### config.mk
export PLATFORM = sky130hd
export DESIGN_NAME = integer_to_ascii_formatter
export DESIGN_NICKNAME = d
export VERILOG_FILES = /design/src/rtl/ita_pkg.sv /design/src/rtl/ita_cell.sv /design/src/rtl/integer_to_ascii_formatter.sv
export SDC_FILE = /design/constraint.sdc
export NUM_CORES = 1
export LEC_CHECK = 0
export BUFFER_PORTS_ARGS = -buffer_cell sky130_fd_sc_hd__buf_2
export CAP_MARGIN = 20
export CORE_MARGIN = 8
export CORE_UTILIZATION = 67
export CTS_BUF_LIST = sky130_fd_sc_hd__clkbuf_8
export DETAILED_ROUTE_END_ITERATION = 10
export GPL_ROUTABILITY_DRIVEN = 0
export GPL_TIMING_DRIVEN = 0
export PLACE_DENSITY_LB_ADDON = 0.2
export SYNTH_ARGS = -nofsm -noshare
export SYNTH_HDL_FRONTEND = slang
export SYNTH_HIERARCHICAL = 1
export SYNTH_SLANG_ARGS = --single-unit
export TNS_END_PERCENT = 1
### constraint.sdc
create_clock -name clk -period 6.8 [get_ports clk]
set_clock_uncertainty 0.05 [all_clocks]
set_input_delay 2.04 -clock clk [delete_from_list [all_inputs] [get_ports clk]]
set_output_delay 2.04 -clock clk [all_outputs]
set_load 0.03 [all_outputs]
### src/rtl/ita_pkg.sv
`default_nettype none

package ita_pkg;

  // Field widths
  localparam int FUNC_W     = 3;
  localparam int IN_VALUE_W = 64;
  localparam int CHAR_W     = 8;
  localparam int COUNT_W    = 5;
  localparam int DIGIT_W    = 4;

  // Default pointer width
  localparam int VALUE_WIDTH_DEF = 64;

  // 32-bit conversions
  localparam int DEC_BITS   = 32;
  localparam int DEC_DIGITS = 10;
  localparam int RADIX_DEC  = 10;

  // Conversion selectors
  localparam logic [FUNC_W-1:0] FN_SDEC = 3'd0;
  localparam logic [FUNC_W-1:0] FN_UDEC = 3'd1;
  localparam logic [FUNC_W-1:0] FN_LHEX = 3'd2;
  localparam logic [FUNC_W-1:0] FN_UHEX = 3'd3;
  localparam logic [FUNC_W-1:0] FN_PTR  = 3'd4;

  // Characters
  localparam logic [CHAR_W-1:0] CH_ZERO  = 8'h30;
  localparam logic [CHAR_W-1:0] CH_LOW_A = 8'h61;
  localparam logic [CHAR_W-1:0] CH_UP_A  = 8'h41;
  localparam logic [CHAR_W-1:0] CH_MINUS = 8'h2D;

  // Digit cell operations
  typedef enum logic [1:0] {
    OP_HOLD   = 2'd0,
    OP_LOAD   = 2'd1,
    OP_DABBLE = 2'd2,
    OP_SHIFT  = 2'd3
  } cell_op_t;

  // One digit (0..15) to its ASCII character
  function automatic logic [CHAR_W-1:0] digit_to_ascii(input logic [DIGIT_W-1:0] d,
                                                       input logic upper);
    logic [CHAR_W-1:0] base;
    base = upper ? CH_UP_A : CH_LOW_A;
    if (d < DIGIT_W'(RADIX_DEC)) begin
      digit_to_ascii = CH_ZERO + CHAR_W'(d);
    end else begin
      digit_to_ascii = base + CHAR_W'(d) - CHAR_W'(RADIX_DEC);
    end
  endfunction

endpackage

`default_nettype wire

### src/rtl/ita_cell.sv
`default_nettype none

// One digit position of the conversion chain.
module ita_cell import ita_pkg::*; (
  input  logic               clk,
  input  cell_op_t           op,
  input  logic [DIGIT_W-1:0] load_digit,
  input  logic               bit_in,
  input  logic [DIGIT_W-1:0] digit_in,
  output logic [DIGIT_W-1:0] digit,
  output logic               carry_out
);

  logic [DIGIT_W-1:0] digit_r;
  logic [DIGIT_W-1:0] digit_nxt;
  logic [DIGIT_W-1:0] adj;

  // add-3 correction ahead of the shift
  always_comb begin
    adj = (digit_r >= DIGIT_W'(5)) ? (digit_r + DIGIT_W'(3)) : digit_r;
  end

  assign carry_out = adj[DIGIT_W-1];
  assign digit     = digit_r;

  // next digit
  always_comb begin
    case (op)
      OP_HOLD:   digit_nxt = digit_r;
      OP_LOAD:   digit_nxt = load_digit;
      OP_DABBLE: digit_nxt = {adj[DIGIT_W-2:0], bit_in};
      OP_SHIFT:  digit_nxt = digit_in;
      default:   digit_nxt = digit_r;
    endcase
  end

  always_ff @(posedge clk) begin
    digit_r <= digit_nxt;
  end

endmodule

`default_nettype wire

### src/rtl/integer_to_ascii_formatter.sv
// Sequence: on accept (start while idle) the digit cells load; decimal items then run the
// 32-step shift-and-add-3 pass. Leading zero digits are shifted out, keeping at least one,
// a minus sign leads a negative signed decimal, and the digits follow most significant first;
// the digit chain shifts one position per cycle.
// Output: one character per cycle on out_valid, never stalled by the receiver.
// Reset (synchronous, rst_n low) clears control and strobe; the digit cells are not reset.
`default_nettype none

module integer_to_ascii_formatter import ita_pkg::*; #(
  parameter int VALUE_WIDTH = VALUE_WIDTH_DEF
) (
  input  logic                  clk,
  input  logic                  rst_n,
  input  logic                  start,
  output logic                  busy,
  input  logic [FUNC_W-1:0]     in_func,
  input  logic [IN_VALUE_W-1:0] in_value,
  output logic                  out_valid,
  output logic [CHAR_W-1:0]     out_ascii_char,
  output logic                  out_last,
  output logic [COUNT_W-1:0]    out_char_count
);

  localparam int PTR_DIGITS = (VALUE_WIDTH + DIGIT_W - 1) / DIGIT_W;
  localparam int NCELL      = (PTR_DIGITS > DEC_DIGITS) ? PTR_DIGITS : DEC_DIGITS;
  localparam int REM_W      = $clog2(NCELL + 1);
  localparam int BITCNT_W   = $clog2(DEC_BITS);

  typedef enum logic [4:0] {
    ST_IDLE   = 5'b00001,
    ST_DABBLE = 5'b00010,
    ST_SKIP   = 5'b00100,
    ST_SIGN   = 5'b01000,
    ST_EMIT   = 5'b10000
  } state_t;

  state_t                state_r, state_nxt;
  logic [DEC_BITS-1:0]   bin_r, bin_nxt;
  logic [BITCNT_W-1:0]   bitcnt_r, bitcnt_nxt;
  logic [REM_W-1:0]      remain_r, remain_nxt;
  logic                  neg_r, neg_nxt;
  logic                  upper_r, upper_nxt;
  logic [COUNT_W-1:0]    cnt_r, cnt_nxt;
  logic                  valid_r, valid_nxt;
  logic [CHAR_W-1:0]     char_r, char_nxt;
  logic                  last_r, last_nxt;

  cell_op_t              cell_op;
  logic [NCELL*DIGIT_W-1:0] load_vec;
  logic [DEC_BITS-1:0]   low32;
  logic [DEC_BITS-1:0]   mag;
  logic                  is_dec;
  logic [DIGIT_W-1:0]    digit_w [NCELL];
  logic                  carry_w [NCELL];
  logic [DIGIT_W-1:0]    top_digit;

  assign busy           = !state_r[0];
  assign out_valid      = valid_r;
  assign out_ascii_char = char_r;
  assign out_last       = last_r;
  assign out_char_count = cnt_r;
  assign top_digit      = digit_w[NCELL-1];

  // operand preparation
  assign low32  = in_value[DEC_BITS-1:0];
  assign is_dec = (in_func == FN_SDEC) || (in_func == FN_UDEC);
  assign mag    = ((in_func == FN_SDEC) && low32[DEC_BITS-1]) ?
                  (~low32 + DEC_BITS'(1)) : low32;

  // hex nibbles for the cell load; decimal loads zeros
  always_comb begin
    load_vec = '0;
    if (in_func == FN_PTR) begin
      load_vec[VALUE_WIDTH-1:0] = in_value[VALUE_WIDTH-1:0];
    end else if ((in_func == FN_LHEX) || (in_func == FN_UHEX)) begin
      load_vec[DEC_BITS-1:0] = low32;
    end
  end

  // digit chain, cell 0 least significant
  for (genvar i = 0; i < NCELL; i++) begin : g_cell
    logic               bit_in;
    logic [DIGIT_W-1:0] digit_in;
    if (i == 0) begin : g_first
      assign bit_in   = bin_r[DEC_BITS-1];
      assign digit_in = '0;
    end else begin : g_rest
      assign bit_in   = carry_w[i-1];
      assign digit_in = digit_w[i-1];
    end
    ita_cell u_cell (
      .clk        (clk),
      .op         (cell_op),
      .load_digit (load_vec[i*DIGIT_W +: DIGIT_W]),
      .bit_in     (bit_in),
      .digit_in   (digit_in),
      .digit      (digit_w[i]),
      .carry_out  (carry_w[i])
    );
  end

  // sequencer
  always_comb begin
    state_nxt  = state_r;
    bin_nxt    = bin_r;
    bitcnt_nxt = bitcnt_r;
    remain_nxt = remain_r;
    neg_nxt    = neg_r;
    upper_nxt  = upper_r;
    cnt_nxt    = cnt_r;
    valid_nxt  = 1'b0;
    char_nxt   = char_r;
    last_nxt   = last_r;
    cell_op    = OP_HOLD;
    case (state_r)
      ST_IDLE: begin
        if (start && (in_func <= FN_PTR)) begin
          cell_op    = OP_LOAD;
          bin_nxt    = mag;
          bitcnt_nxt = '0;
          remain_nxt = REM_W'(NCELL);
          neg_nxt    = (in_func == FN_SDEC) && low32[DEC_BITS-1];
          upper_nxt  = (in_func == FN_UHEX);
          cnt_nxt    = '0;
          state_nxt  = is_dec ? ST_DABBLE : ST_SKIP;
        end
      end
      ST_DABBLE: begin
        cell_op    = OP_DABBLE;
        bin_nxt    = {bin_r[DEC_BITS-2:0], 1'b0};
        bitcnt_nxt = bitcnt_r + BITCNT_W'(1);
        if (bitcnt_r == BITCNT_W'(DEC_BITS - 1)) begin
          state_nxt = ST_SKIP;
        end
      end
      ST_SKIP: begin
        // drop leading zeros, keep at least one digit
        if ((top_digit == '0) && (remain_r != REM_W'(1))) begin
          cell_op    = OP_SHIFT;
          remain_nxt = remain_r - REM_W'(1);
        end else begin
          state_nxt = neg_r ? ST_SIGN : ST_EMIT;
        end
      end
      ST_SIGN: begin
        valid_nxt = 1'b1;
        char_nxt  = CH_MINUS;
        last_nxt  = 1'b0;
        cnt_nxt   = cnt_r + COUNT_W'(1);
        state_nxt = ST_EMIT;
      end
      ST_EMIT: begin
        valid_nxt  = 1'b1;
        char_nxt   = digit_to_ascii(top_digit, upper_r);
        last_nxt   = (remain_r == REM_W'(1));
        cnt_nxt    = cnt_r + COUNT_W'(1);
        cell_op    = OP_SHIFT;
        remain_nxt = remain_r - REM_W'(1);
        if (remain_r == REM_W'(1)) begin
          state_nxt = ST_IDLE;
        end
      end
      default: begin
        state_nxt = ST_IDLE;
      end
    endcase
  end

  // control registers
  always_ff @(posedge clk) begin
    if (!rst_n) begin
      state_r <= ST_IDLE;
      valid_r <= 1'b0;
    end else begin
      state_r <= state_nxt;
      valid_r <= valid_nxt;
    end
  end

  // payload registers
  always_ff @(posedge clk) begin
    bin_r    <= bin_nxt;
    bitcnt_r <= bitcnt_nxt;
    remain_r <= remain_nxt;
    neg_r    <= neg_nxt;
    upper_r  <= upper_nxt;
    cnt_r    <= cnt_nxt;
    char_r   <= char_nxt;
    last_r   <= last_nxt;
  end

endmodule

`default_nettype wire

# After elaboration in Yosys (flattened, before gate mapping)
# Cells that the tools add are included.
[classes]
n_addsub = 23
magnitude_cmp = 18
eq_ne = 20
muxes = 59
bitwise_logic = 1
reduce_logical = 19
[ops]
columns = ["op", "count"]
rows = [
  ["4-bit case mux with 3 select lines", 16],
  ["32-bit 2-to-1 mux", 5],
  ["4-bit by 3-bit >= comparator with 1-bit output, second input constant", 16],
  ["32-bit case mux with 2 select lines", 1],
  ["4-bit by 2-bit adder with 4-bit output, second input constant", 15],
  ["4-bit 2-to-1 mux", 15],
  ["5-bit 2-to-1 mux", 8],
  ["32-bit by 1-bit adder with 32-bit output, second input constant", 1],
  ["32-bit NOT", 1],
  ["5-bit case mux with 5 select lines", 1],
  ["5-bit case mux with 2 select lines", 2],
  ["8-bit case mux with 2 select lines", 1],
  ["5-bit case mux with 3 select lines", 1],
  ["5-bit by 1-bit adder with 5-bit output, second input constant", 2],
  ["5-bit by 1-bit == test with 1-bit output, second input constant", 2],
  ["5-bit == test, second input constant", 2],
  ["2-bit inequality test, second input constant", 5],
  ["7-bit by 4-bit adder with 8-bit output", 1],
  ["8-bit 2-to-1 mux", 1],
  ["2-bit case mux with 4 select lines", 1],
  ["8-bit by 4-bit subtractor with 8-bit output, second input constant", 1],
  ["6-bit by 4-bit adder with 7-bit output, first input constant", 1],
  ["3-bit by 2-bit == test with 1-bit output, second input constant", 2],
  ["3-bit 2-to-1 mux", 2],
  ["other kinds (28)", 37],
]
[totals]
reg_bits = 128
out_inout_bits = 16

# Longest topological paths before layout
[logic_depth]
word_depth = 6
depth_mapped = 10
ltp_nobuf = 10

# Modules after synthesis
# The synthesis kept the hierarchy.
[by_module_without_submodules]
columns = ["mod", "n_inst", "cells_per_inst", "area_per_inst_um2", "seq_area_each_um2"]
rows = [
  ["ita_cell", 16, 36, 324.1, 120.1],
  ["integer_to_ascii_formatter", 1, 433, 4026.4, 1831.8],
]

# Worst setup path before layout
# No wires, ideal clock.
[synth_path]
path_kind = "input port to flip-flop"
startpoint = "input in_func[0]"
endpoint = "register g_cell[0].u_cell.digit_r[1] (data pin)"
setup_time_ps = 259
arrival_time_ps = 4890
slack_ps = 1601
path_stages = 6
n_path_buf = 0
path_cell_list = "o21ai_0 -> nand3_1 -> nand2_1 -> nand2b_2 -> nor2_1 -> a211o_1"
[synth_via]
elab_chain_len = 6
elab_cells_between_ends = 14
classes_between = "1 x order compare; 6 x eq/ne; 5 x mux; 2 x reduce/logical"
[synth_rtl]
columns = ["element", "line_no", "text"]
rows = [
  ["start: declaration", "integer_to_ascii_formatter.sv:16", "input logic [FUNC_W-1:0] in_func,"],
  ["3-bit less-or-equal comparator (*)", "integer_to_ascii_formatter.sv:117", "if (start && (in_func <= FN_PTR)) begin"],
  ["1-bit logical AND (*)", "integer_to_ascii_formatter.sv:117", ""],
  ["1-bit 2-to-1 mux (*)", "integer_to_ascii_formatter.sv:117", ""],
  ["2-bit case mux with 4 select lines (*)", "integer_to_ascii_formatter.sv:115", "case (state_r)"],
  ["net cell_op[0]", "integer_to_ascii_formatter.sv:48", "cell_op_t cell_op;"],
  ["2-bit == test or 2-bit by 1-bit == test with 1-bit output (tied branches)", "ita_cell.sv:28", "case (op)"],
  ["4-bit case mux with 3 select lines (*)", "ita_cell.sv:28", ""],
  ["net g_cell[0].u_cell.digit_nxt[1]", "ita_cell.sv:15", "logic [DIGIT_W-1:0] digit_nxt;"],
  ["end signal: assignment", "ita_cell.sv:38", "digit_r <= digit_nxt;"],
  ["end: declaration", "ita_cell.sv:14", "logic [DIGIT_W-1:0] digit_r;"],
]
# Mark *: on every way through the listed nets, which the timed path passes. The rest lies on a longest branch.
# A chain may end at the register's enable or synchronous reset.

# Worst setup path in the final report
[layout_path]
startpoint = "input in_func[2]"
endpoint = "register g_cell[7].u_cell.digit_r[1] (data pin)"
[layout_via]
elab_cells_between_ends = 14
classes_between = "1 x order compare; 6 x eq/ne; 5 x mux; 2 x reduce/logical"
[layout_rtl]
columns = ["element", "line_no", "text"]
rows = [
  ["3-bit by 2-bit == test with 1-bit output", "integer_to_ascii_formatter.sv:75", "end else if ((in_func == FN_LHEX) || (in_func == FN_UHEX)) begin"],
  ["1-bit logical OR", "integer_to_ascii_formatter.sv:75", ""],
  ["32-bit 2-to-1 mux", "integer_to_ascii_formatter.sv:75", ""],
  ["32-bit 2-to-1 mux (*)", "integer_to_ascii_formatter.sv:73", "if (in_func == FN_PTR) begin"],
  ["net load_vec[29]", "integer_to_ascii_formatter.sv:49", "logic [NCELL*DIGIT_W-1:0] load_vec;"],
  ["4-bit case mux with 3 select lines (*)", "ita_cell.sv:28", ""],
  ["net g_cell[7].u_cell.digit_nxt[1]", "ita_cell.sv:15", ""],
  ["end signal: assignment", "ita_cell.sv:38", ""],
  ["end: declaration", "ita_cell.sv:14", ""],
]
# Marks and branches as above.

==> out/results.ini <==
[status]
outcome = finished, final reports clean

[pwr]
p_leak_uw = 0.00398
vdd_drop_max_mv = 0.140
p_per_area_mw_per_mm2 = 239
p_comb_share_pct = 28.1
p_sw_share_pct = 32.6
clockPowerShare_pct = 26.1
total_power_uw = 2450
p_seq_share_pct = 45.7
p_int_uw = 1650
switching_power_uw = 797

[clocking]
root_buffer = clkbuf_8
htree_levels = 4
clkSinkCount = 127
numCtsBuffers = 17
clk-insertion-delay-late_ns = 0.45
hold_buffers = 0
clk_pin_slew_ns = 0.07
cts_buffer_depth = 2
tritoncts = built
cts_setup_buffers = 0
cts_resized = 0

[global_route]
antenna_found_initial = 0
grt_max_degree = 89
grt_usage_pct = 22.7
grt_pass1_vias = 7175
grt_pass1_wl_mm = 33.2
gr-total-overflow = 0

[final_layout]
nNetsFinal = 1223
post_layout_nonfiller_instances = 1306
fillers = 1033
antenna_cells = 0
postLayoutCoreUtil_pct = 75.1
layout-drive-gt1-share_pct = 19.4
syn_to_final_growth_pct = 11.7

[route]
postRouteWirelength_mm = 20.0
drc = 0
wl_per_cell_um = 15.3
drt_iter0_markers = 540
vias = 7520
ant_nets = 0
viasPerCell = 5.76
first_pass_iters = 5

[timing]
whs_ns = 0.484
finalCritPeriodShare_pct = 57.1
rsz0062_at_grt = false
maxSlewHeadroom_pct = 36.4
fin_crit_ns = 3.89
setup_tns_ns = 0
worst_slew_pin_slew_ns = 0.947
setup_viol = 0
final-max-slew-violation-count = 0
hold_viol_final = 0
fmax_mhz = 257

[floorplanning]
die_area_mm2 = 0.0177
die_width_um = 133
io_pins = 86
die_y_um = 133
start_util_pct = 67.3
rows = 43
core_area_mm2 = 0.0137

[worst_setup_path]
end_kind = register
critPathMaxStageDelay_ns = 0.73
crit_path_cell_trace = buf_2 -> inv_1 -> nor3_1 -> a21oi_1 -> clkbuf_1 -> nor2b_1 -> inv_1 -> o21ai_0 -> a211o_1
crit_type = primary input to register
crit_family = simple AND/OR/NAND/NOR gates
required_ns = 7.07
arrival_ns = 4.16
slowest_stage = nor3_1
worst-path-max-fanout = 10
crit_buf_inv = 4
path_common_cell = inv_1
start_kind = primary input

[place]
place_hpwl_mm = 14.8
io_buffers = 84
dp_cells = 1274

[yosys]
yosys_warnings = 6
avgSynthCellArea_um2 = 9.15
synth_area_mm2 = 0.00919
syn-instance-count = 1005

[run]
cap_violations = 0

[min_path]
hold_path_class = register to register

==> flip-flops by register name (all words and copies together), names as in the netlist <==
register             cells
bin_r                   32
bitcnt_r                 5
g_cell.u_cell/digit     64
neg_r                    1
out_ascii_char           7
out_char_count           5
out_last                 1
out_valid                1
remain_r                 5
state_r                  5
upper_r                  1
==> through the flow <==
stage               worst slack (ns)  cell area, µm²
global route                    2.70           10300
global placement               0.447            9850
detailed placement              2.42            9890
CTS                             2.89           10300
finish                          2.91           10300
floorplan                       1.60            9210
==> worst reg2reg max path: cells and delay by family, from the launching register on <==
kind / cells / cell delay [ns]
AO/OA/AOI/OAI: 2 / 0.42
buffers and inverters: 3 / 1.19
AND/OR/NAND/NOR: 4 / 1.22
flip-flops: 1 / 0.31
==> cell usage in the layout (no fill, tap or decap), drive strengths merged, types with 8 or more instances in the layout <==
master  count
o41ai       8
mux2i      16
nor3b      17
nand3      28
clkbuf     39
and2       36
nor2       73
inv        67
xor2       21
a211o      16
mux2       33
nor3       25
a21oi      65
xnor2      18
buf       102
ha         40
nor2b      32
o21ai     125
nand2b     49
nand2     109
edfxtp    121
or2        18
==> power by group through the flow <==
stage               Combinational [µW]  Sequential, µW  Clock, µW
CTS                                688            1120        646
finish                             688            1120        640
detailed placement                 683            1130          0
floorplan                          525            1120          0
global placement                   666            1130          0
global route                       774            1140        674
==> metal layers <==
metal	wire length (µm)	GRT usage (%)	up-vias
li1	-	-	3768
met1	8940	28.1	3510
met2	9660	38.5	213
met3	1000	4.22	29
met4	371	8.80	0
met5	0	0	-
==> worst paths after layout <==
path | start | endpoint | slack (ns) | cells past startpoint
worst max-delay path | in_func[2] | g_cell[7].u_cell/digit[1]$_DFFE_PP_ | 2.91 | 9
worst min-delay path | bin_r[19]$_DFFE_PP_ | bin_r[20]$_DFFE_PP_ | 0.48 | 2
worst max register to register | state_r[3]$_SDFFE_PN0P_ | g_cell[13].u_cell/digit[1]$_DFFE_PP_ | 3.38 | 9
worst min register to register | bin_r[19]$_DFFE_PP_ | bin_r[20]$_DFFE_PP_ | 0.48 | 2
==> cell type report <==
| cell class | instances | area (µm²) | area share (%) |
|---|---|---|---|
| Sequential cell | 127 | 3750 | 36.6 |
| Clock inverter | 15 | 139 | 1.35 |
| Multi-Input combinational cell | 782 | 5020 | 49.0 |
| Tap cell | 180 | 225 | 2.19 |
| Clock buffer | 17 | 234 | 2.28 |
| Buffer | 39 | 210 | 2.05 |
| Timing Repair Buffer | 85 | 448 | 4.36 |
| Inverter | 61 | 229 | 2.23 |
Power figures use the tool's default switching activity.
